`src/sv/gamepad_input_conditioner_assert.svh`:
```
// Assertion macros for the gamepad input conditioner
`ifndef GAMEPAD_INPUT_CONDITIONER_ASSERT_SVH
`define GAMEPAD_INPUT_CONDITIONER_ASSERT_SVH
`ifndef ASSERT_OFF
`define GIC_ASSERT_IMP(label, clk, rst_n, ante, cons) \
	label: assert property (@(posedge clk) disable iff (!(rst_n)) (ante) |-> (cons)) \
		else $error("gamepad conditioner: same-cycle check failed");
`define GIC_ASSERT_NXT(label, clk, rst_n, ante, cons) \
	label: assert property (@(posedge clk) disable iff (!(rst_n)) (ante) |=> (cons)) \
		else $error("gamepad conditioner: next-cycle check failed");
`else
`define GIC_ASSERT_IMP(label, clk, rst_n, ante, cons)
`define GIC_ASSERT_NXT(label, clk, rst_n, ante, cons)
`endif
`endif

```
`src/sv/gic_pkg.sv`:
```
// Shared widths, register indexes and constants of the gamepad input conditioner
`timescale 1ns / 1ps
`default_nettype none

package gic_pkg;
	localparam int BTN_W      = 8;
	localparam int STK_W      = 8;
	localparam int PORT_W     = 2;
	localparam int EN_W       = 4;
	localparam int DZ_W       = 16;
	localparam int CFG_DATA_W = 16;
	localparam int CFG_IDX_W  = 1;
	localparam int SUM_W      = 16;
	localparam int ROOT_W     = 16;
	localparam int QUO_W      = 16;
	localparam int OUT_W      = 16;
	localparam int MAG_W      = 15;
	// dividend is |c| << 22; the top part preloads the remainder
	localparam int DIV_PRE    = 22 - QUO_W;

	localparam logic [CFG_IDX_W-1:0] CFG_ENABLED_PORTS = CFG_IDX_W'(0);
	localparam logic [CFG_IDX_W-1:0] CFG_DEADZONE_SQ   = CFG_IDX_W'(1);

	localparam logic [EN_W-1:0]  EN_RESET = '0;
	localparam logic [DZ_W-1:0]  DZ_RESET = DZ_W'(16);
	localparam logic [SUM_W-1:0] CLAMP_SQ = SUM_W'(4096);
	localparam logic [MAG_W-1:0] Q_ONE    = MAG_W'(16384);

	localparam int PORTS_DEF   = 4;
	localparam int BUTTONS_DEF = 8;
endpackage

`default_nettype wire

```
`src/sv/gamepad_input_conditioner.sv`:
```
// Top level of the gamepad input conditioner: control, button edges, result register
// Usage:
// One sample enters on the in_* channel (valid/ready); a result leaves on the
// out_* channel (valid/ready). Registers are written through cfg_we, cfg_index and
// cfg_data: index 0 enables ports, index 1 sets the squared dead-zone radius. The
// user must write them only while no sample is in flight; this is not enforced.
// A sample for a disabled port is accepted and gives no result.
// An enabled sample runs through a bit-serial square sum, then, outside the dead
// zone, a two-bit-per-cycle square root, and, when the stick is clamped, two
// serial dividers in parallel. The next sample is taken in the cycle after the
// result enters the output register.
// The output register holds a result while out_ready is low; the next sample is
// already taken and computed, and waits in its last step until the register frees.
// Reset clears the button history of every port, disables all ports and sets the
// dead-zone radius squared to 16.
`timescale 1ns / 1ps
`default_nettype none
`include "gamepad_input_conditioner_assert.svh"

module gamepad_input_conditioner import gic_pkg::*; #(
	parameter int PORTS   = PORTS_DEF,
	parameter int BUTTONS = BUTTONS_DEF
) (
	input  logic                    clk,
	input  logic                    arst_n,
	input  logic                    cfg_we,
	input  logic [CFG_IDX_W-1:0]    cfg_index,
	input  logic [CFG_DATA_W-1:0]   cfg_data,
	input  logic                    in_valid,
	output logic                    in_ready,
	input  logic [PORT_W-1:0]       port,
	input  logic [BTN_W-1:0]        buttons_now,
	input  logic signed [STK_W-1:0] raw_x,
	input  logic signed [STK_W-1:0] raw_y,
	output logic                    out_valid,
	input  logic                    out_ready,
	output logic [PORT_W-1:0]       out_port,
	output logic [BTN_W-1:0]        held,
	output logic [BTN_W-1:0]        pressed,
	output logic [BTN_W-1:0]        released,
	output logic signed [OUT_W-1:0] stick_x_out,
	output logic signed [OUT_W-1:0] stick_y_out,
	output logic [MAG_W-1:0]        magnitude
);
	localparam int PIDX_W = (PORTS > 1) ? $clog2(PORTS) : 1;
	localparam logic [BTN_W-1:0] BTN_MASK =
		(BUTTONS >= BTN_W) ? {BTN_W{1'b1}} : BTN_W'((1 << BUTTONS) - 1);

	localparam logic [2:0] ST_IDLE = 3'd0;
	localparam logic [2:0] ST_SQ   = 3'd1;
	localparam logic [2:0] ST_ROOT = 3'd2;
	localparam logic [2:0] ST_DIV  = 3'd3;
	localparam logic [2:0] ST_OUT  = 3'd4;

	logic [2:0]                  state_q;
	logic [EN_W-1:0]             enabled_q;
	logic [DZ_W-1:0]             dz_q;
	logic [PORTS-1:0][BTN_W-1:0] last_q;
	logic                        out_valid_q;

	logic [PORT_W-1:0] port_q;
	logic [BTN_W-1:0]  held_q, pressed_q, released_q;
	logic [STK_W-1:0]  raw_x_q, raw_y_q, mag_x_q, mag_y_q;
	logic [OUT_W-1:0]  res_x_q, res_y_q;
	logic [MAG_W-1:0]  res_mag_q;

	logic [PORT_W-1:0] out_port_q;
	logic [BTN_W-1:0]  out_held_q, out_pressed_q, out_released_q;
	logic [OUT_W-1:0]  out_x_q, out_y_q;
	logic [MAG_W-1:0]  out_mag_q;

	logic              accept, port_ok, take, out_load;
	logic [PIDX_W-1:0] pidx;
	logic [BTN_W-1:0]  btn_now, btn_last;
	logic [STK_W-1:0]  abs_x, abs_y;
	logic              in_dz, clamp;
	logic              sq_done, rt_start, rt_done, dvx_done, dvy_done, dv_start;
	logic [SUM_W-1:0]  sq_sum;
	logic [ROOT_W-1:0] root;
	logic [QUO_W-1:0]  quo_x, quo_y;

	assign in_ready = (state_q == ST_IDLE);
	assign accept   = in_valid & in_ready;
	assign pidx     = PIDX_W'(port);
	assign port_ok  = (32'(port) < PORTS) && enabled_q[port];
	assign take     = accept & port_ok;
	assign btn_now  = buttons_now & BTN_MASK;
	assign btn_last = last_q[pidx];
	assign abs_x    = raw_x[STK_W-1] ? -raw_x : raw_x;
	assign abs_y    = raw_y[STK_W-1] ? -raw_y : raw_y;

	assign in_dz    = sq_sum < dz_q;
	assign clamp    = sq_sum > CLAMP_SQ;
	assign rt_start = (state_q == ST_SQ) && sq_done && !in_dz;
	assign dv_start = (state_q == ST_ROOT) && rt_done && clamp;
	assign out_load = (state_q == ST_OUT) && (!out_valid_q || out_ready);

	gic_sqsum u_sqsum (
		.clk    (clk),
		.arst_n (arst_n),
		.start  (take),
		.mag_x  (abs_x),
		.mag_y  (abs_y),
		.done   (sq_done),
		.sum    (sq_sum)
	);

	gic_sqrt u_sqrt (
		.clk      (clk),
		.arst_n   (arst_n),
		.start    (rt_start),
		.radicand (sq_sum),
		.done     (rt_done),
		.root     (root)
	);

	gic_div u_div_x (
		.clk          (clk),
		.arst_n       (arst_n),
		.start        (dv_start),
		.dividend_mag (mag_x_q),
		.divisor      (root),
		.done         (dvx_done),
		.quotient     (quo_x)
	);

	gic_div u_div_y (
		.clk          (clk),
		.arst_n       (arst_n),
		.start        (dv_start),
		.dividend_mag (mag_y_q),
		.divisor      (root),
		.done         (dvy_done),
		.quotient     (quo_y)
	);

	always_ff @(posedge clk or negedge arst_n) begin
		if (!arst_n) begin
			state_q     <= ST_IDLE;
			enabled_q   <= EN_RESET;
			dz_q        <= DZ_RESET;
			last_q      <= '0;
			out_valid_q <= 1'b0;
		end else begin
			if (cfg_we) begin
				unique case (cfg_index)
					CFG_ENABLED_PORTS: enabled_q <= cfg_data[EN_W-1:0];
					CFG_DEADZONE_SQ:   dz_q      <= cfg_data[DZ_W-1:0];
				endcase
			end
			if (take) begin
				last_q[pidx] <= btn_now;
			end
			if (out_load) begin
				out_valid_q <= 1'b1;
			end else if (out_ready) begin
				out_valid_q <= 1'b0;
			end
			unique case (state_q)
				ST_IDLE: if (take) begin
					state_q <= ST_SQ;
				end
				ST_SQ: if (sq_done) begin
					state_q <= in_dz ? ST_OUT : ST_ROOT;
				end
				ST_ROOT: if (rt_done) begin
					state_q <= clamp ? ST_DIV : ST_OUT;
				end
				ST_DIV: if (dvx_done & dvy_done) begin
					state_q <= ST_OUT;
				end
				ST_OUT: if (out_load) begin
					state_q <= ST_IDLE;
				end
				default: state_q <= ST_IDLE;
			endcase
		end
	end

	always_ff @(posedge clk) begin
		if (take) begin
			port_q     <= port;
			held_q     <= btn_now;
			pressed_q  <= btn_now & ~btn_last;
			released_q <= btn_last & ~btn_now;
			raw_x_q    <= raw_x;
			raw_y_q    <= raw_y;
			mag_x_q    <= abs_x;
			mag_y_q    <= abs_y;
		end
		if ((state_q == ST_SQ) && sq_done && in_dz) begin
			res_x_q   <= '0;
			res_y_q   <= '0;
			res_mag_q <= '0;
		end
		if ((state_q == ST_ROOT) && rt_done && !clamp) begin
			res_x_q   <= {raw_x_q, {(OUT_W-STK_W){1'b0}}};
			res_y_q   <= {raw_y_q, {(OUT_W-STK_W){1'b0}}};
			res_mag_q <= root[MAG_W-1:0];
		end
		if ((state_q == ST_DIV) && dvx_done && dvy_done) begin
			res_x_q   <= raw_x_q[STK_W-1] ? -quo_x : quo_x;
			res_y_q   <= raw_y_q[STK_W-1] ? -quo_y : quo_y;
			res_mag_q <= Q_ONE;
		end
		if (out_load) begin
			out_port_q     <= port_q;
			out_held_q     <= held_q;
			out_pressed_q  <= pressed_q;
			out_released_q <= released_q;
			out_x_q        <= res_x_q;
			out_y_q        <= res_y_q;
			out_mag_q      <= res_mag_q;
		end
	end

	assign out_valid   = out_valid_q;
	assign out_port    = out_port_q;
	assign held        = out_held_q;
	assign pressed     = out_pressed_q;
	assign released    = out_released_q;
	assign stick_x_out = out_x_q;
	assign stick_y_out = out_y_q;
	assign magnitude   = out_mag_q;

	`GIC_ASSERT_IMP(a_mag_bound, clk, arst_n, out_valid_q, out_mag_q <= Q_ONE)
	`GIC_ASSERT_IMP(a_zero_stick, clk, arst_n, out_valid_q && out_mag_q == '0,
		out_x_q == '0 && out_y_q == '0)
	`GIC_ASSERT_IMP(a_btn_edges, clk, arst_n, out_valid_q,
		(out_pressed_q & out_released_q) == '0 && (out_pressed_q & ~out_held_q) == '0)
	`GIC_ASSERT_IMP(a_sq_in_state, clk, arst_n, sq_done, state_q == ST_SQ)
	`GIC_ASSERT_NXT(a_dz_skip, clk, arst_n, state_q == ST_SQ && sq_done && in_dz,
		state_q == ST_OUT)
endmodule

`default_nettype wire

```
`src/sv/gic_sqsum.sv`:
```
// Bit-serial sum of squares of the two stick magnitudes
`timescale 1ns / 1ps
`default_nettype none

module gic_sqsum import gic_pkg::*; (
	input  logic             clk,
	input  logic             arst_n,
	input  logic             start,
	input  logic [STK_W-1:0] mag_x,
	input  logic [STK_W-1:0] mag_y,
	output logic             done,
	output logic [SUM_W-1:0] sum
);
	localparam int CNT_W = $clog2(STK_W);
	localparam logic [CNT_W-1:0] CNT_LAST = CNT_W'(STK_W - 1);

	logic             busy_q;
	logic             done_q;
	logic [CNT_W-1:0] cnt_q;
	logic [SUM_W-1:0] mcand_x_q, mcand_y_q, acc_q;
	logic [STK_W-1:0] mplier_x_q, mplier_y_q;
	logic [SUM_W-1:0] part_x, part_y;

	assign part_x = mplier_x_q[0] ? mcand_x_q : '0;
	assign part_y = mplier_y_q[0] ? mcand_y_q : '0;
	assign done   = done_q;
	assign sum    = acc_q;

	always_ff @(posedge clk or negedge arst_n) begin
		if (!arst_n) begin
			busy_q <= 1'b0;
			done_q <= 1'b0;
			cnt_q  <= '0;
		end else begin
			done_q <= 1'b0;
			if (start) begin
				busy_q <= 1'b1;
				cnt_q  <= '0;
			end else if (busy_q) begin
				cnt_q <= cnt_q + 1'b1;
				if (cnt_q == CNT_LAST) begin
					busy_q <= 1'b0;
					done_q <= 1'b1;
				end
			end
		end
	end

	always_ff @(posedge clk) begin
		if (start) begin
			mcand_x_q  <= SUM_W'(mag_x);
			mcand_y_q  <= SUM_W'(mag_y);
			mplier_x_q <= mag_x;
			mplier_y_q <= mag_y;
			acc_q      <= '0;
		end else if (busy_q) begin
			acc_q      <= acc_q + part_x + part_y;
			mcand_x_q  <= mcand_x_q << 1;
			mcand_y_q  <= mcand_y_q << 1;
			mplier_x_q <= mplier_x_q >> 1;
			mplier_y_q <= mplier_y_q >> 1;
		end
	end
endmodule

`default_nettype wire

```
`src/sv/gic_sqrt.sv`:
```
// Digit-by-digit square root of the sum of squares shifted up by sixteen
`timescale 1ns / 1ps
`default_nettype none

module gic_sqrt import gic_pkg::*; (
	input  logic              clk,
	input  logic              arst_n,
	input  logic              start,
	input  logic [SUM_W-1:0]  radicand,
	output logic              done,
	output logic [ROOT_W-1:0] root
);
	localparam int REM_W = ROOT_W + 2;
	localparam int CNT_W = $clog2(ROOT_W);
	localparam logic [CNT_W-1:0] CNT_LAST = CNT_W'(ROOT_W - 1);

	logic              busy_q;
	logic              done_q;
	logic [CNT_W-1:0]  cnt_q;
	logic [SUM_W-1:0]  src_q;
	logic [REM_W-1:0]  rem_q;
	logic [ROOT_W-1:0] root_q;
	logic [REM_W-1:0]  rem_sh, trial;
	logic              fits;

	assign rem_sh = {rem_q[REM_W-3:0], src_q[SUM_W-1 -: 2]};
	assign trial  = {root_q, 2'b01};
	assign fits   = rem_sh >= trial;
	assign done   = done_q;
	assign root   = root_q;

	always_ff @(posedge clk or negedge arst_n) begin
		if (!arst_n) begin
			busy_q <= 1'b0;
			done_q <= 1'b0;
			cnt_q  <= '0;
		end else begin
			done_q <= 1'b0;
			if (start) begin
				busy_q <= 1'b1;
				cnt_q  <= '0;
			end else if (busy_q) begin
				cnt_q <= cnt_q + 1'b1;
				if (cnt_q == CNT_LAST) begin
					busy_q <= 1'b0;
					done_q <= 1'b1;
				end
			end
		end
	end

	always_ff @(posedge clk) begin
		if (start) begin
			src_q  <= radicand;
			rem_q  <= '0;
			root_q <= '0;
		end else if (busy_q) begin
			src_q <= src_q << 2;
			if (fits) begin
				rem_q  <= rem_sh - trial;
				root_q <= {root_q[ROOT_W-2:0], 1'b1};
			end else begin
				rem_q  <= rem_sh;
				root_q <= {root_q[ROOT_W-2:0], 1'b0};
			end
		end
	end
endmodule

`default_nettype wire

```
`src/sv/gic_div.sv`:
```
// Restoring serial divider for the clamped stick components
`timescale 1ns / 1ps
`default_nettype none

module gic_div import gic_pkg::*; (
	input  logic              clk,
	input  logic              arst_n,
	input  logic              start,
	input  logic [STK_W-1:0]  dividend_mag,
	input  logic [ROOT_W-1:0] divisor,
	output logic              done,
	output logic [QUO_W-1:0]  quotient
);
	localparam int CNT_W = $clog2(QUO_W);
	localparam logic [CNT_W-1:0] CNT_LAST = CNT_W'(QUO_W - 1);

	logic              busy_q;
	logic              done_q;
	logic [CNT_W-1:0]  cnt_q;
	logic [ROOT_W-1:0] rem_q, div_q;
	logic [QUO_W-1:0]  quo_q;
	logic [ROOT_W:0]   rem_sh, rem_sub;
	logic              fits;

	assign rem_sh   = {rem_q, 1'b0};
	assign rem_sub  = rem_sh - {1'b0, div_q};
	assign fits     = rem_sh >= {1'b0, div_q};
	assign done     = done_q;
	assign quotient = quo_q;

	always_ff @(posedge clk or negedge arst_n) begin
		if (!arst_n) begin
			busy_q <= 1'b0;
			done_q <= 1'b0;
			cnt_q  <= '0;
		end else begin
			done_q <= 1'b0;
			if (start) begin
				busy_q <= 1'b1;
				cnt_q  <= '0;
			end else if (busy_q) begin
				cnt_q <= cnt_q + 1'b1;
				if (cnt_q == CNT_LAST) begin
					busy_q <= 1'b0;
					done_q <= 1'b1;
				end
			end
		end
	end

	always_ff @(posedge clk) begin
		if (start) begin
			rem_q <= ROOT_W'(dividend_mag) << DIV_PRE;
			div_q <= divisor;
			quo_q <= '0;
		end else if (busy_q) begin
			rem_q <= fits ? rem_sub[ROOT_W-1:0] : rem_sh[ROOT_W-1:0];
			quo_q <= {quo_q[QUO_W-2:0], fits};
		end
	end
endmodule

`default_nettype wire
```
`config.mk`:
```
export PLATFORM = sky130hd
export DESIGN_NAME = gamepad_input_conditioner
export DESIGN_NICKNAME = d
export VERILOG_FILES = /design/src/sv/gic_pkg.sv /design/src/sv/gamepad_input_conditioner.sv /design/src/sv/gic_sqsum.sv /design/src/sv/gic_sqrt.sv /design/src/sv/gic_div.sv
export VERILOG_INCLUDE_DIRS = /design/src /design/src/sv
export SDC_FILE = /design/constraint.sdc
export NUM_CORES = 1
export LEC_CHECK = 0
export BUFFER_PORTS_ARGS = -buffer_cell sky130_fd_sc_hd__buf_2
export CORE_MARGIN = 1.5
export CORE_UTILIZATION = 51
export CTS_CLUSTER_SIZE = 10
export DETAILED_ROUTE_END_ITERATION = 8
export GPL_TIMING_DRIVEN = 1
export PLACE_DENSITY = 0.79
export SYNTH_ARGS = -nofsm -noshare
export SYNTH_HDL_FRONTEND = slang
export SYNTH_SLANG_ARGS = --single-unit
```
`constraint.sdc`:
```
create_clock -name clk -period 5.75 [get_ports clk]
set_input_delay 0.575 -clock clk [delete_from_list [all_inputs] [get_ports clk]]
set_output_delay 0.575 -clock clk [all_outputs]
set_load 0.01 [all_outputs]
```
# Yosys cells after proc, flatten, opt, wreduce, memory -nomap -nowiden
# Index checks and enable logic that the tools add are counted.
[op_classes]
n_reduce_logical = 25
n_eq_ne = 13
n_mux = 80
add_sub_neg = 13
magnitude_cmp = 7
bitwise = 8
[op_table]
columns = ["op", "n"]
rows = [
  ["two-way mux 16 bit", 14],
  ["two-way mux 8 bit", 12],
  ["two-way mux 14 bit", 4],
  ["subtractor 16 bit", 3],
  [">= comparator 17 x 16 -> 1 bit", 2],
  ["adder 16 bit", 2],
  ["bitwise mux 32 bit", 1],
  ["negator 16 bit", 2],
  ["two-way mux 15 bit", 2],
  ["two-way mux 1 bit", 28],
  ["two-way mux 3 bit", 9],
  ["two-way mux 4 bit", 6],
  [">= comparator 18 bit", 1],
  ["bitwise AND 8 bit", 2],
  ["binary-select mux 8 bit (select 2 bit)", 1],
  ["demux 8 bit (select 2 bit)", 1],
  ["greater-than comparator 16 x 13 -> 1 bit, second input constant", 1],
  ["< comparator 16 bit", 1],
  ["negator 8 bit", 2],
  ["NOT 8 bit", 2],
  ["case mux 3 bit (5 select lines)", 1],
  ["adder 4 x 1 -> 4 bit, second input constant", 3],
  ["== test 4 bit, second input constant", 3],
  ["nonzero test 2 bit", 6],
  ["18 further kinds", 37],
]
[totals]
in_bits = 48
elab_cells = 201
register_bits = 449
out_inout_bits = 75

# Depth between registers and ports, before layout
# Gate-level depths: netlist (run 1).
[logic_depth]
word_depth = 6
depth_mapped = 15

# Modules after synthesis
# From an unflattened synthesis (run 1), not the netlist that was laid out.
[unflattened]
cells_unflattened = 1924
area_unflattened_um2 = 22201.3
[by_module_without_submodules]
columns = ["mod", "n_inst", "cells_per_inst", "area_per_inst_um2", "seq_area_each_um2"]
rows = [
  ["gamepad_input_conditioner", 1, 651, 9500.4, 6537.5],
  ["gic_div", 2, 286, 2877.8, 1351.3],
  ["gic_sqsum", 1, 390, 3902.5, 1726.7],
  ["gic_sqrt", 1, 311, 3042.9, 1271.2],
]

# Worst setup path after synthesis (run 1)
# Ideal clock, no wire load.
[synth_path]
path_kind = "flip-flop to flip-flop"
startpoint = "register state_q[1]"
endpoint = "register held_q[0], enable pin"
required_ns = 5.308
slack_ns = 2.047
path_stages_with_launch = 7
arrival_time_ns = 3.261
setup_time_ns = 0.442
n_path_buf = 3
cell_sequence = "dfrtp_1 > clkbuf_1 > nor3_1 > nand3_1 > inv_2 > buf_2 > clkbuf_1"
[synth_between]
elab_chain_len = 3
[synth_rtl]
columns = ["item", "line_no", "text"]
rows = [
  ["from (decl)", "gamepad_input_conditioner.sv:55", "logic [2:0] state_q;"],
  ["from (signal assigned)", "gamepad_input_conditioner.sv:164", "state_q <= in_dz ? ST_OUT : ST_ROOT;"],
  ["from (signal assigned)", "gamepad_input_conditioner.sv:167", "state_q <= clamp ? ST_DIV : ST_OUT;"],
  ["zero test 3 bit", "gamepad_input_conditioner.sv:82", "assign in_ready = (state_q == ST_IDLE);"],
  ["via in_ready", "gamepad_input_conditioner.sv:30", "output logic in_ready,"],
  ["bitwise AND 1 bit", "gamepad_input_conditioner.sv:83", "assign accept = in_valid & in_ready;"],
  ["bitwise AND 1 bit", "gamepad_input_conditioner.sv:86", "assign take = accept & port_ok;"],
  ["via take", "gamepad_input_conditioner.sv:72", "logic accept, port_ok, take, out_load;"],
  ["to (signal assigned)", "gamepad_input_conditioner.sv:183", "held_q <= btn_now;"],
  ["to (decl)", "gamepad_input_conditioner.sv:62", "logic [BTN_W-1:0] held_q, pressed_q, released_q;"],
]
# The timed path passes the listed nets, and every way through them passes these cells.
# A chain may end at the register's enable or synchronous reset.

# Worst setup path in the final report (run 1)
[layout_path]
startpoint = "register u_sqsum.mplier_y_q[0]"
endpoint = "register u_sqsum.acc_q[14] (netlist: u_sqsum.sum[14])"
[layout_between]
elab_chain_len = 2
[layout_rtl]
columns = ["item", "line_no", "text"]
rows = [
  ["from (decl)", "gic_sqsum.sv:21", "logic [STK_W-1:0] mplier_x_q, mplier_y_q;"],
  ["from (signal assigned)", "gic_sqsum.sv:54", "mplier_y_q <= mag_y;"],
  ["from (signal assigned)", "gic_sqsum.sv:61", "mplier_y_q <= mplier_y_q >> 1;"],
  ["two-way mux 16 bit", "gic_sqsum.sv:25", "assign part_y = mplier_y_q[0] ? mcand_y_q : '0;"],
  ["adder 16 bit", "gic_sqsum.sv:57", "acc_q <= acc_q + part_x + part_y;"],
  ["to (signal assigned)", "gic_sqsum.sv:57", ""],
  ["to (decl)", "gic_sqsum.sv:20", "logic [SUM_W-1:0] mcand_x_q, mcand_y_q, acc_q;"],
]
# No other way between the ends.

==> results.py, run 1 <==
metrics = {
    "drt": {
        "drc": 0,
        "vias": 14000,
        "routed_wl_mm": 44.5,
        "firstDrtPassIters": 5,
        "final_antenna_net_count": 0,
        "routedWlPerCell_um": 17.6,
        "viasPerCell": 5.56,
        "first_iter_violations": 924,
    },
    "pwr": {
        "p_clk_share_pct": 28.4,
        "p_int_uw": 7420,
        "power_switching_share_pct": 32.5,
        "vdd_ir_drop_max_uv": 391,
        "pwr-share-comb_pct": 30.7,
        "power.density_nw_per_um2": 458,
        "p_sw_uw": 3570,
        "seqPwrFrac_pct": 40.9,
        "power.leakage_uw": 0.00990,
    },
    "floorplan": {
        "rows": 74,
        "die_area_um2": 42800,
        "pin_count": 123,
        "die_h_um": 207,
        "core_um2": 40900,
        "die_w_um": 207,
        "initial_core_util_pct": 51.8,
    },
    "sta": {
        "maxSlewViolCount": 0,
        "hold_viol": 0,
        "post-route-period-util_pct": 63.3,
        "rsz0062_at_grt": "no",
        "worst_pin_slew_ps": 1120,
        "finalSetupViolCount": 0,
        "slew_headroom_pct": 25.3,
        "clock-skew-final_ps": 38.1,
        "setup-tns-final_ps": 0,
        "fmax_mhz": 275,
        "min_period_ps": 3640,
    },
    "setup_path": {
        "cp.arrival_ps": 4070,
        "critPathLaunchType": "flop",
        "end_kind": "flop",
        "crit_path_max_fanout": 16,
        "crit_type": "flop to flop",
        "required_ps": 6180,
    },
    "logic_synthesis": {
        "synth_nets": 1977,
        "synth_area_um2": 21200,
        "ys_ff_latch": 447,
        "yosysTopAreaCell": "edfxtp_1",
        "syn_area_per_cell_um2": 11.6,
        "synth_cell_types": 80,
        "yosysWarningCount": 0,
        "synth-edff-count": 241,
        "syn_inst": 1823,
        "netlist_top_cells_area": "edfxtp_1 (34%), dfxtp_1 (12%), dfrtp_1 (9.2%)",
        "ys.flop_type": "edfxtp_1",
        "synth-async-reset-ratio_pct": 17.7,
        "yosysTopAreaCellShare_pct": 34.1,
        "yosysSeqAreaShare_pct": 55.4,
    },
    "outcome": {
        "status": "completed",
    },
    "layout": {
        "final_common_cell": "edfxtp_1",
        "mostFrequentLayoutCells": "edfxtp_1 (241), nor2_1 (191), nand2_1 (128)",
        "finalNonFillerCells": 2525,
        "largest_reg_flops": 32,
        "final_net_count": 2099,
        "drive_above_1_share_pct": 15.5,
        "largest-register": "last_q",
        "syn_to_final_growth_pct": 13.0,
    },
    "clock_tree": {
        "cts_root_buffer": "clkbuf_16",
        "cts_hold_buffers": 0,
        "clk_pin_slew_ps": 60,
        "h-tree-depth": 2,
        "cts_sinks": 447,
        "clk_latency_ps": 610,
        "numCtsBuffers": 52,
        "cts_resized": 0,
        "cts_tree": "built",
        "clk_path_buf_depth": 3,
        "cts_setup_buffers": 0,
    },
    "global_route": {
        "grt_pass1_vias": 13900,
        "track_usage_pct": 21.3,
        "grt_overflow": 0,
        "grt_first_pass_wirelength_mm": 72.0,
        "antenna_found_initial": 3,
        "grt_max_degree": 96,
    },
    "placement": {
        "place_inst": 2423,
        "dpl.hpwl_mm": 30.5,
        "io_buffers": 122,
        "gp_congestion": 0.864,
    },
    "job": {
        "drv_cap": 0,
    },
    "worst_hold_path": {
        "hold_path.class": "input pin to async pin",
    },
}
[per-layer routing]
metal / wire [um] / GRT usage, % / part of all wire (%)
met1: 19600 / 28.2 / 44
met3: 2210 / 3.12 / 5.0
met4: 1310 / 8.61 / 2.9
met2: 21400 / 35.2 / 48
met5: 0 / 0 / 0
[cells in the mapped netlist (7+ instances only)]
cell type / count
inv_1: 111
o211ai_1: 7
mux2_2: 67
o21a_1: 29
fa_1: 18
nand2_1: 128
a21oi_1: 66
o21ai_1: 28
nand3_1: 24
mux4_2: 9
o21ai_0: 54
nand4_1: 9
xor2_1: 49
nand2b_1: 18
nor2_1: 191
nor3_1: 17
or2_2: 10
nor2b_1: 30
a211oi_1: 19
nor4_1: 8
mux2i_1: 115
a21o_1: 20
dfrtp_1: 78
edfxtp_1: 241
or3_1: 13
xnor2_1: 47
ha_1: 88
buf_2: 8
or4_1: 8
and2_1: 9
dfxtp_1: 127
a22o_1: 14
o31ai_1: 16
clkbuf_1: 51
and3_1: 7
[kinds of logic (layout without fill, tap and decap cells)]
logic type	after synthesis	after routing	share of synthesized area, %
buffers and inverters	183	349	3.39
multiplexers	192	192	9.99
AO/OA/AOI/OAI	307	307	9.54
adder cells (fa/ha/maj)	106	106	6.89
AND/OR/NAND/NOR	492	492	10.8
flip-flops	447	447	55.4
other	0	4	0
XOR/XNOR	96	96	3.96
[worst max-delay path, cell delays in order, from the launching register on]
cell      delay (ps)
edfxtp_1         650
nand2_1          150
fa_1             580
inv_1             60
ha_1             300
a21o_1           180
a21o_1           200
a211oi_1         490
o21bai_1         200
a221oi_1         320
xnor2_1          120
mux2i_1          160
nor2_1            50
[path summary, 6_finish.rpt]
kind | start | end | slack (ps) | cells past startpoint
hold reg to reg | res_y_q[2] | stick_y_out[2] | 400 | 0
setup / recovery | u_sqsum.mplier_y_q[0] | u_sqsum.sum[14] | 2110 | 12
hold / removal | arst_n | u_sqsum.cnt_q[2] | 150 | 1
min in group clk | raw_x[6] | raw_x_q[6] | 190 | 1
setup reg to reg | u_sqsum.mplier_y_q[0] | u_sqsum.sum[14] | 2110 | 12
max in group asynchronous | arst_n | u_sqrt.busy_q | 4850 | 1
[per-stage QoR]
step	setup WS [ps]	instance area, um2	total power [uW]	hold slack, ps	util [%]
2_1_floorplan	2050	21200	7070	279	-
3_3_place_gp	2260	22300	7750	403	54.6
3_5_place_dp	2140	22300	7880	405	54.6
4_1_cts	2110	24000	11100	158	58.6
5_1_grt	1800	24000	11700	173	58.6
6_report	2110	24000	11000	151	58.6
[power groups by stage]
stage                     logic (uW)  clock network, uW  registers, uW
after floorplan                 2740                  0           4320
after global placement          3230                  0           4520
after detailed placement        3350                  0           4540
after CTS                       3390               3180           4490
after global routing            3840               3300           4570
final                           3370               3130           4500
[layout make-up]
type / count / area (um2)
Timing Repair Buffer: 136 / 718
Fill cell: 3292 / 16900
Antenna cell: 4 / 10.0
Clock buffer: 93 / 1530
Inverter: 115 / 434
Clock inverter: 5 / 103
Multi-Input combinational cell: 1193 / 8760
Tap cell: 532 / 666
Sequential cell: 447 / 11800
No activity file was read; power rests on OpenSTA's default activity.
==> run 2, diff against run 1 <==
--- a/config.mk
+++ b/config.mk
@@ -6,13 +6,14 @@
 export SDC_FILE = /design/constraint.sdc
 export NUM_CORES = 1
 export LEC_CHECK = 0
+export ABC_AREA = 1
 export BUFFER_PORTS_ARGS = -buffer_cell sky130_fd_sc_hd__buf_2
 export CORE_MARGIN = 1.5
 export CORE_UTILIZATION = 51
 export CTS_CLUSTER_SIZE = 10
 export DETAILED_ROUTE_END_ITERATION = 8
 export GPL_TIMING_DRIVEN = 1
-export PLACE_DENSITY = 0.79
+export PLACE_DENSITY = 0.78
 export SYNTH_ARGS = -nofsm -noshare
 export SYNTH_HDL_FRONTEND = slang
 export SYNTH_SLANG_ARGS = --single-unit
==> constraint.sdc (replaced) <==
create_clock -name clk -period 3.4 [get_ports clk]
set_input_delay 0.34 -clock clk [delete_from_list [all_inputs] [get_ports clk]]
set_output_delay 0.34 -clock clk [all_outputs]
set_load 0.01 [all_outputs]
==> results.py, run 2 <==
metrics = {
    "setup_path": {
        "timing.rr.start": "u_sqsum.mplier_y_q[0]",
        "crit_type": "flop to flop",
        "crit_path_max_fanout": 8,
        "rr_worst_depth": 12,
        "cp.arrival_ps": 3430,
        "end_kind": "flop",
        "crit_start": "u_sqsum.mplier_y_q[0]",
        "critPathLaunchType": "flop",
        "required_ps": 3940,
    },
    "logic_synthesis": {
        "yosysTopAreaCell": "edfxtp_1",
        "ys_ff_latch": 447,
        "synth_cell_types": 46,
        "syn_inst": 2487,
        "yosysMostFrequentCell": "nand2_1",
        "yosysWarningCount": 0,
        "synth_common_cells": "nand2_1 (700), inv_1 (321), edfxtp_1 (241)",
        "syn_area_per_cell_um2": 8.90,
        "ys.flop_type": "edfxtp_1",
        "yosysSeqAreaShare_pct": 53.1,
        "synth_nets": 2641,
        "synth-async-reset-ratio_pct": 17.7,
        "synth_area_um2": 22100,
        "synth-edff-count": 241,
        "netlist_top_cells_area": "edfxtp_1 (33%), nand2_1 (12%), dfxtp_1 (11%)",
        "yosysTopAreaCellShare_pct": 32.7,
    },
    "layout": {
        "largest-register": "last_q",
        "diodes": 0,
        "largest_reg_flops": 32,
        "final_net_count": 2807,
        "drive_above_1_share_pct": 9.39,
        "mostFrequentLayoutCells": "nand2_1 (699), inv_1 (321), edfxtp_1 (241)",
        "final_common_cell": "nand2_1",
        "syn_to_final_growth_pct": 13.9,
    },
    "drt": {
        "routed_wl_mm": 53.6,
        "viasPerCell": 5.37,
        "vias": 17600,
        "final_antenna_net_count": 0,
        "drc": 0,
        "first_iter_violations": 1454,
        "firstDrtPassIters": 5,
        "routedWlPerCell_um": 16.3,
    },
    "sta": {
        "min_period_ps": 2890,
        "fmax_mhz": 347,
        "maxSlewViolCount": 0,
        "post-route-period-util_pct": 84.9,
        "hold_viol": 0,
        "finalSetupViolCount": 0,
        "setup-tns-final_ps": 0,
        "final.setup.worst_slack_ps": 515,
        "worst_pin_slew_ps": 1040,
        "rsz0062_at_grt": "no",
        "slew_headroom_pct": 30.8,
        "clock-skew-final_ps": 19.1,
    },
    "job": {
        "drv_cap": 0,
    },
    "placement": {
        "gp_congestion": 0.895,
        "dpl.hpwl_mm": 37.8,
        "io_buffers": 122,
        "dpl_worst_slack_ps": 588,
    },
    "worst_hold_path": {
        "min_from": "raw_y[0]",
        "min_path_cells": 1,
        "hold_path.class": "input pin to flop",
    },
    "clock_tree": {
        "clk_path_buf_depth": 3,
        "numCtsBuffers": 51,
        "clk_latency_ps": 600,
        "cts_setup_buffers": 0,
        "clk_pin_slew_ps": 60,
        "cts_root_buffer": "clkbuf_16",
        "cts_tree": "built",
        "h-tree-depth": 2,
        "cts_sinks": 447,
    },
    "pwr": {
        "power.leakage_uw": 0.0120,
        "vdd_ir_drop_max_uv": 469,
        "power.density_nw_per_um2": 753,
    },
    "floorplan": {
        "initial_core_util_pct": 51.5,
        "die_w_um": 211,
        "die_h_um": 211,
        "die_area_um2": 44700,
        "pin_count": 123,
        "rows": 76,
        "core_um2": 43000,
    },
    "global_route": {
        "grt_use_met3_pct": 3.34,
        "use_met2_pct": 40.6,
        "track_usage_pct": 24.2,
        "grt_overflow": 0,
        "busiest_layer": "met2",
        "use_met1_pct": 31.7,
        "grt_pass1_vias": 17200,
        "grt_max_degree": 80,
        "antenna_found_initial": 0,
        "grt_first_pass_wirelength_mm": 86.5,
    },
    "outcome": {
        "status": "completed",
    },
}
run 2: changes by cell type in the layout (fill, tap and decap cells not counted), sizes merged, moves of 30 or more:
cell	before	now
o21ai	83	142
mux2	68	0
nand3b	0	41
nand3	25	159
nand4	9	39
a21oi	67	110
mux2i	115	0
nor2b	30	0
nand2	128	718
dlygate4sd3	0	37
inv	115	333
nor2	192	152
run 2: layout make-up:
| type | instances | area, um2 |
|---|---|---|
| Tap cell | 585 | 732 |
| Inverter | 336 | 1270 |
| Clock buffer | 90 | 1450 |
| Multi-Input combinational cell | 1633 | 8710 |
| Sequential cell | 447 | 11800 |
| Fill cell | 3608 | 17800 |
| Clock inverter | 5 | 63.8 |
| Timing Repair Buffer | 184 | 1230 |
run 2: path summary, 6_finish.rpt:
path / endpoint / slack [ps]
hold reg to reg: stick_y_out[4] / 410
min in group asynchronous: last_q[28] / 500
max in group asynchronous: u_sqrt.done / 2240
hold / removal: raw_y_q[0] / 40
setup / recovery: u_sqsum.sum[9] / 510
setup reg to reg: u_sqsum.sum[9] / 510
run 2: stage by stage:
step	instances	area (um2)	utilization, %	power, uW	hold WS [ps]
floorplan	2487	22100	-	12300	44.4
global placement	3148	23300	54.3	13700	402
detailed placement	3148	23300	54.3	13900	405
CTS	3280	25200	58.7	19000	6.96
global route	3280	25200	58.7	20300	17.7
finish	3280	25200	58.7	19000	36.0
run 2: kinds of logic (layout without fill, tap and decap cells):
kind of cell	count (synthesis)	count (layout)	share of synthesized area [%]
XOR/XNOR	55	55	2.18
flip-flops	447	447	53.1
AO/OA/AOI/OAI	334	334	8.43
buffers and inverters	407	615	7.61
adder cells (fa/ha/maj)	106	106	6.60
AND/OR/NAND/NOR	1138	1138	22.1
run 2: routing by layer:
| metal | vias up | part of all wire [%] |
|---|---|---|
| met5 | - | 0 |
| met4 | 0 | 3.6 |
| met3 | 142 | 5.7 |
| met2 | 633 | 48 |
| met1 | 8298 | 43 |
| li1 | 8541 | - |
run 2: timing repair:
action | CTS | global route
gates resized for setup | 0 | 0
hold buffers | 37 | 0
endpoints found under the hold margin | 114 | 0
run 2: critical path: stages, from the launching register on:
cell and delay (ps):
edfxtp_1 500, nand2_1 120, fa_1 470, inv_1 70, ha_1 170, inv_1 60
fa_1 400, o21ai_1 350, a21boi_0 190, o21ai_0 230, xor2_1 170, nand2_1 60
nand2_1 50
run 2: power by group:
| part | leakage [uW] | switching [uW] | internal [uW] |
|---|---|---|---|
| clock network | 0.000722 | 2140 | 2890 |
| logic | 0.00693 | 4220 | 2290 |
| registers | 0.00431 | 634 | 6830 |
| total | 0.0120 | 6990 | 12000 |
==> run 3, diff against run 2 <==
--- a/config.mk
+++ b/config.mk
@@ -6,14 +6,14 @@
 export SDC_FILE = /design/constraint.sdc
 export NUM_CORES = 1
 export LEC_CHECK = 0
-export ABC_AREA = 1
+export ABC_AREA = 0
 export BUFFER_PORTS_ARGS = -buffer_cell sky130_fd_sc_hd__buf_2
 export CORE_MARGIN = 1.5
 export CORE_UTILIZATION = 51
 export CTS_CLUSTER_SIZE = 10
 export DETAILED_ROUTE_END_ITERATION = 8
 export GPL_TIMING_DRIVEN = 1
-export PLACE_DENSITY = 0.78
+export PLACE_DENSITY = 0.79
 export SYNTH_ARGS = -nofsm -noshare
 export SYNTH_HDL_FRONTEND = slang
 export SYNTH_SLANG_ARGS = --single-unit
==> constraint.sdc (replaced) <==
create_clock -name clk -period 3 [get_ports clk]
set_input_delay 0.3 -clock clk [delete_from_list [all_inputs] [get_ports clk]]
set_output_delay 0.3 -clock clk [all_outputs]
set_load 0.01 [all_outputs]
==> results.py, run 3 (synthesized netlist as in run 1, its figures left out) <==
metrics = {
    "floorplan": {
        "initial_core_util_pct": 51.8,
        "core_um2": 40900,
        "die_h_um": 207,
        "rows": 74,
        "pin_count": 123,
        "die_area_um2": 42800,
        "die_w_um": 207,
    },
    "pwr": {
        "p_sw_uw": 7500,
        "power.leakage_uw": 0.0104,
        "p_clk_share_pct": 25.3,
        "pwr-share-comb_pct": 37.1,
        "p_int_uw": 15200,
        "vdd_ir_drop_max_uv": 986,
        "power_switching_share_pct": 33.1,
        "power.density_nw_per_um2": 898,
        "seqPwrFrac_pct": 37.6,
    },
    "layout": {
        "syn_to_final_growth_pct": 19.0,
        "mostFrequentLayoutCells": "edfxtp_1 (241), nor2_1 (191), dfxtp_1 (127)",
        "diodes": 0,
        "multi_input_area_um2": 8960,
        "n_fill_cell": 3099,
        "largest-register": "last_q",
        "final_net_count": 2221,
        "regArea_um2": 11800,
        "final_common_cell": "edfxtp_1",
        "drive_above_1_share_pct": 20.0,
        "fin_area_um2": 25200,
        "largest_reg_flops": 32,
    },
    "clock_tree": {
        "cts_tree": "built",
        "h-tree-depth": 2,
        "numCtsBuffers": 51,
        "cts_sinks": 447,
        "clk_latency_ps": 610,
        "clk_path_buf_depth": 3,
        "cts_root_buffer": "clkbuf_16",
        "clk_pin_slew_ps": 60,
    },
    "job": {
        "drv_cap": 0,
    },
    "drt": {
        "vias": 14800,
        "met1_length_mm": 19.7,
        "wl_met3_mm": 2.52,
        "routedWlPerCell_um": 17.9,
        "wl_met2_mm": 23.6,
        "firstDrtPassIters": 5,
        "drc": 0,
        "final_antenna_net_count": 0,
        "viasPerCell": 5.61,
        "routed_wl_mm": 47.3,
        "top_layer": "met4",
        "first_iter_violations": 974,
    },
    "placement": {
        "place_area_um2": 23000,
        "dpl.hpwl_mm": 32.0,
        "io_buffers": 122,
        "gp_congestion": 0.923,
    },
    "setup_path": {
        "end_kind": "flop",
        "cp_top_family": "compound AO/OA/AOI/OAI gates",
        "crit_top_cell": "buf_6",
        "critPathLaunchType": "flop",
        "max_stage_delay_ps": 470,
        "required_ps": 3480,
        "crit_slowest_cell": "edfxtp_1",
        "crit_type": "flop to flop",
        "cp.arrival_ps": 3790,
        "cp_cell_sequence": "buf_6, buf_6, nand2_1, fa_1, inv_1, ha_4, nor2b_2, o31a_1, o21a_2, a31oi_4, a21oi_2, xnor2_1, a21oi_1, a31o_1",
        "cp_num_buf_inv": 3,
        "crit_path_max_fanout": 4,
    },
    "sta": {
        "rsz0062_at_grt": "yes",
        "fin_hold_ws_ps": 129,
        "worst_pin_slew_ps": 1030,
        "maxSlewViolCount": 0,
        "setup-tns-final_ps": -830,
        "final.setup.worst_slack_ps": -311,
        "fmax_mhz": 302,
        "slew_headroom_pct": 31.4,
        "finalSetupViolCount": 6,
        "min_period_ps": 3310,
        "post-route-period-util_pct": 110,
        "clock-skew-final_ps": 40.6,
        "hold_viol": 0,
    },
    "global_route": {
        "grt_pass1_vias": 14900,
        "grt_first_pass_wirelength_mm": 74.8,
        "antenna_found_initial": 0,
        "track_usage_pct": 22.1,
        "grt_overflow": 0,
        "grt_max_degree": 80,
    },
    "worst_hold_path": {
        "hold_path.class": "input pin to flop",
    },
    "outcome": {
        "status": "finished, violations left",
        "violations": "setup timing",
    },
}
## run 3: changes by cell type in the layout (fill, tap and decap cells not counted), sizes merged, moves of 29 or more
| cell | previous run | this run |
|---|---|---|
| o21ai | 142 | 83 |
| mux2 | 0 | 68 |
| nor2 | 152 | 192 |
| nor2b | 0 | 30 |
| nand3b | 41 | 0 |
| nand4 | 39 | 9 |
| mux2i | 0 | 115 |
| nand2 | 718 | 128 |
| nand3 | 159 | 25 |
| inv | 333 | 116 |
| buf | 147 | 218 |
| a21oi | 110 | 67 |
| a22oi | 30 | 1 |
## run 3: worst register-to-register path, delay by kind of cell (launching register included)
kind / cells / cell delay [ps]
AO/OA/AOI/OAI: 6 / 1200
adder cells (fa/ha/maj): 2 / 650
flip-flops: 1 / 470
buffers and inverters: 3 / 410
AND/OR/NAND/NOR: 2 / 240
XOR/XNOR: 1 / 220
## run 3: through the flow
step | std cells | setup slack, ps | power, uW | utilization (%)
2_1_floorplan | 1823 | 13.0 | 13700 | -
3_3_place_gp | 2493 | -63.6 | 15700 | 56.2
3_5_place_dp | 2493 | -141 | 16000 | 56.2
4_1_cts | 2635 | -145 | 21900 | 61.1
5_1_grt | 2641 | -394 | 24000 | 61.7
6_report | 2641 | -311 | 22700 | 61.7
## run 3: path summary, 6_finish.rpt
path	slack [ps]	depth (start not counted)	startpoint	endpoint
max reg2reg	-310	14	u_sqsum.mplier_x_q[0]	u_sqsum.sum[15]
max	-310	14	u_sqsum.mplier_x_q[0]	u_sqsum.sum[15]
min in group asynchronous	410	2	arst_n	last_q[17]
max in group asynchronous	1830	2	arst_n	u_sqrt.busy_q
min reg2reg	410	0	res_y_q[0]	stick_y_out[0]
min	130	1	port[1]	port_q[1]
## run 3: routing by layer
metal  global-route usage (%)  vias to the layer above
li1                         -                     7002
met1                     28.0                     7281
met2                     38.2                      415
met3                     3.66                      111
met4                     7.73                        0
met5                        0                        -
## run 3: power by group through the flow
stage | registers [uW] | logic (uW) | clock network (uW)
6_report | 8520 | 8420 | 5740
5_1_grt | 8630 | 9300 | 6090
4_1_cts | 8460 | 7650 | 5830
3_5_place_dp | 8570 | 7450 | 0
3_3_place_gp | 8520 | 7170 | 0
2_1_floorplan | 8280 | 5380 | 0
## run 3: final cells by class
class                   count  share of cell area (%)
multi-input cells        1193                    35.5
repair buffers            259                    7.47
clock buffers              91                    5.81
clock inverters             4                   0.248
flip-flops and latches    447                    46.6
well taps                 532                    2.64
inverters                 115                    1.73
## run 3: repair_timing
item / CTS / global route
setup endpoints to repair: 6 / 43
setup buffers: 6 / 6
hold buffers: 41 / 0
endpoints found under the hold margin: 122 / 0
gates cloned: 0 / 0
pin swaps: 2 / 34
resized for setup: 1 / 47
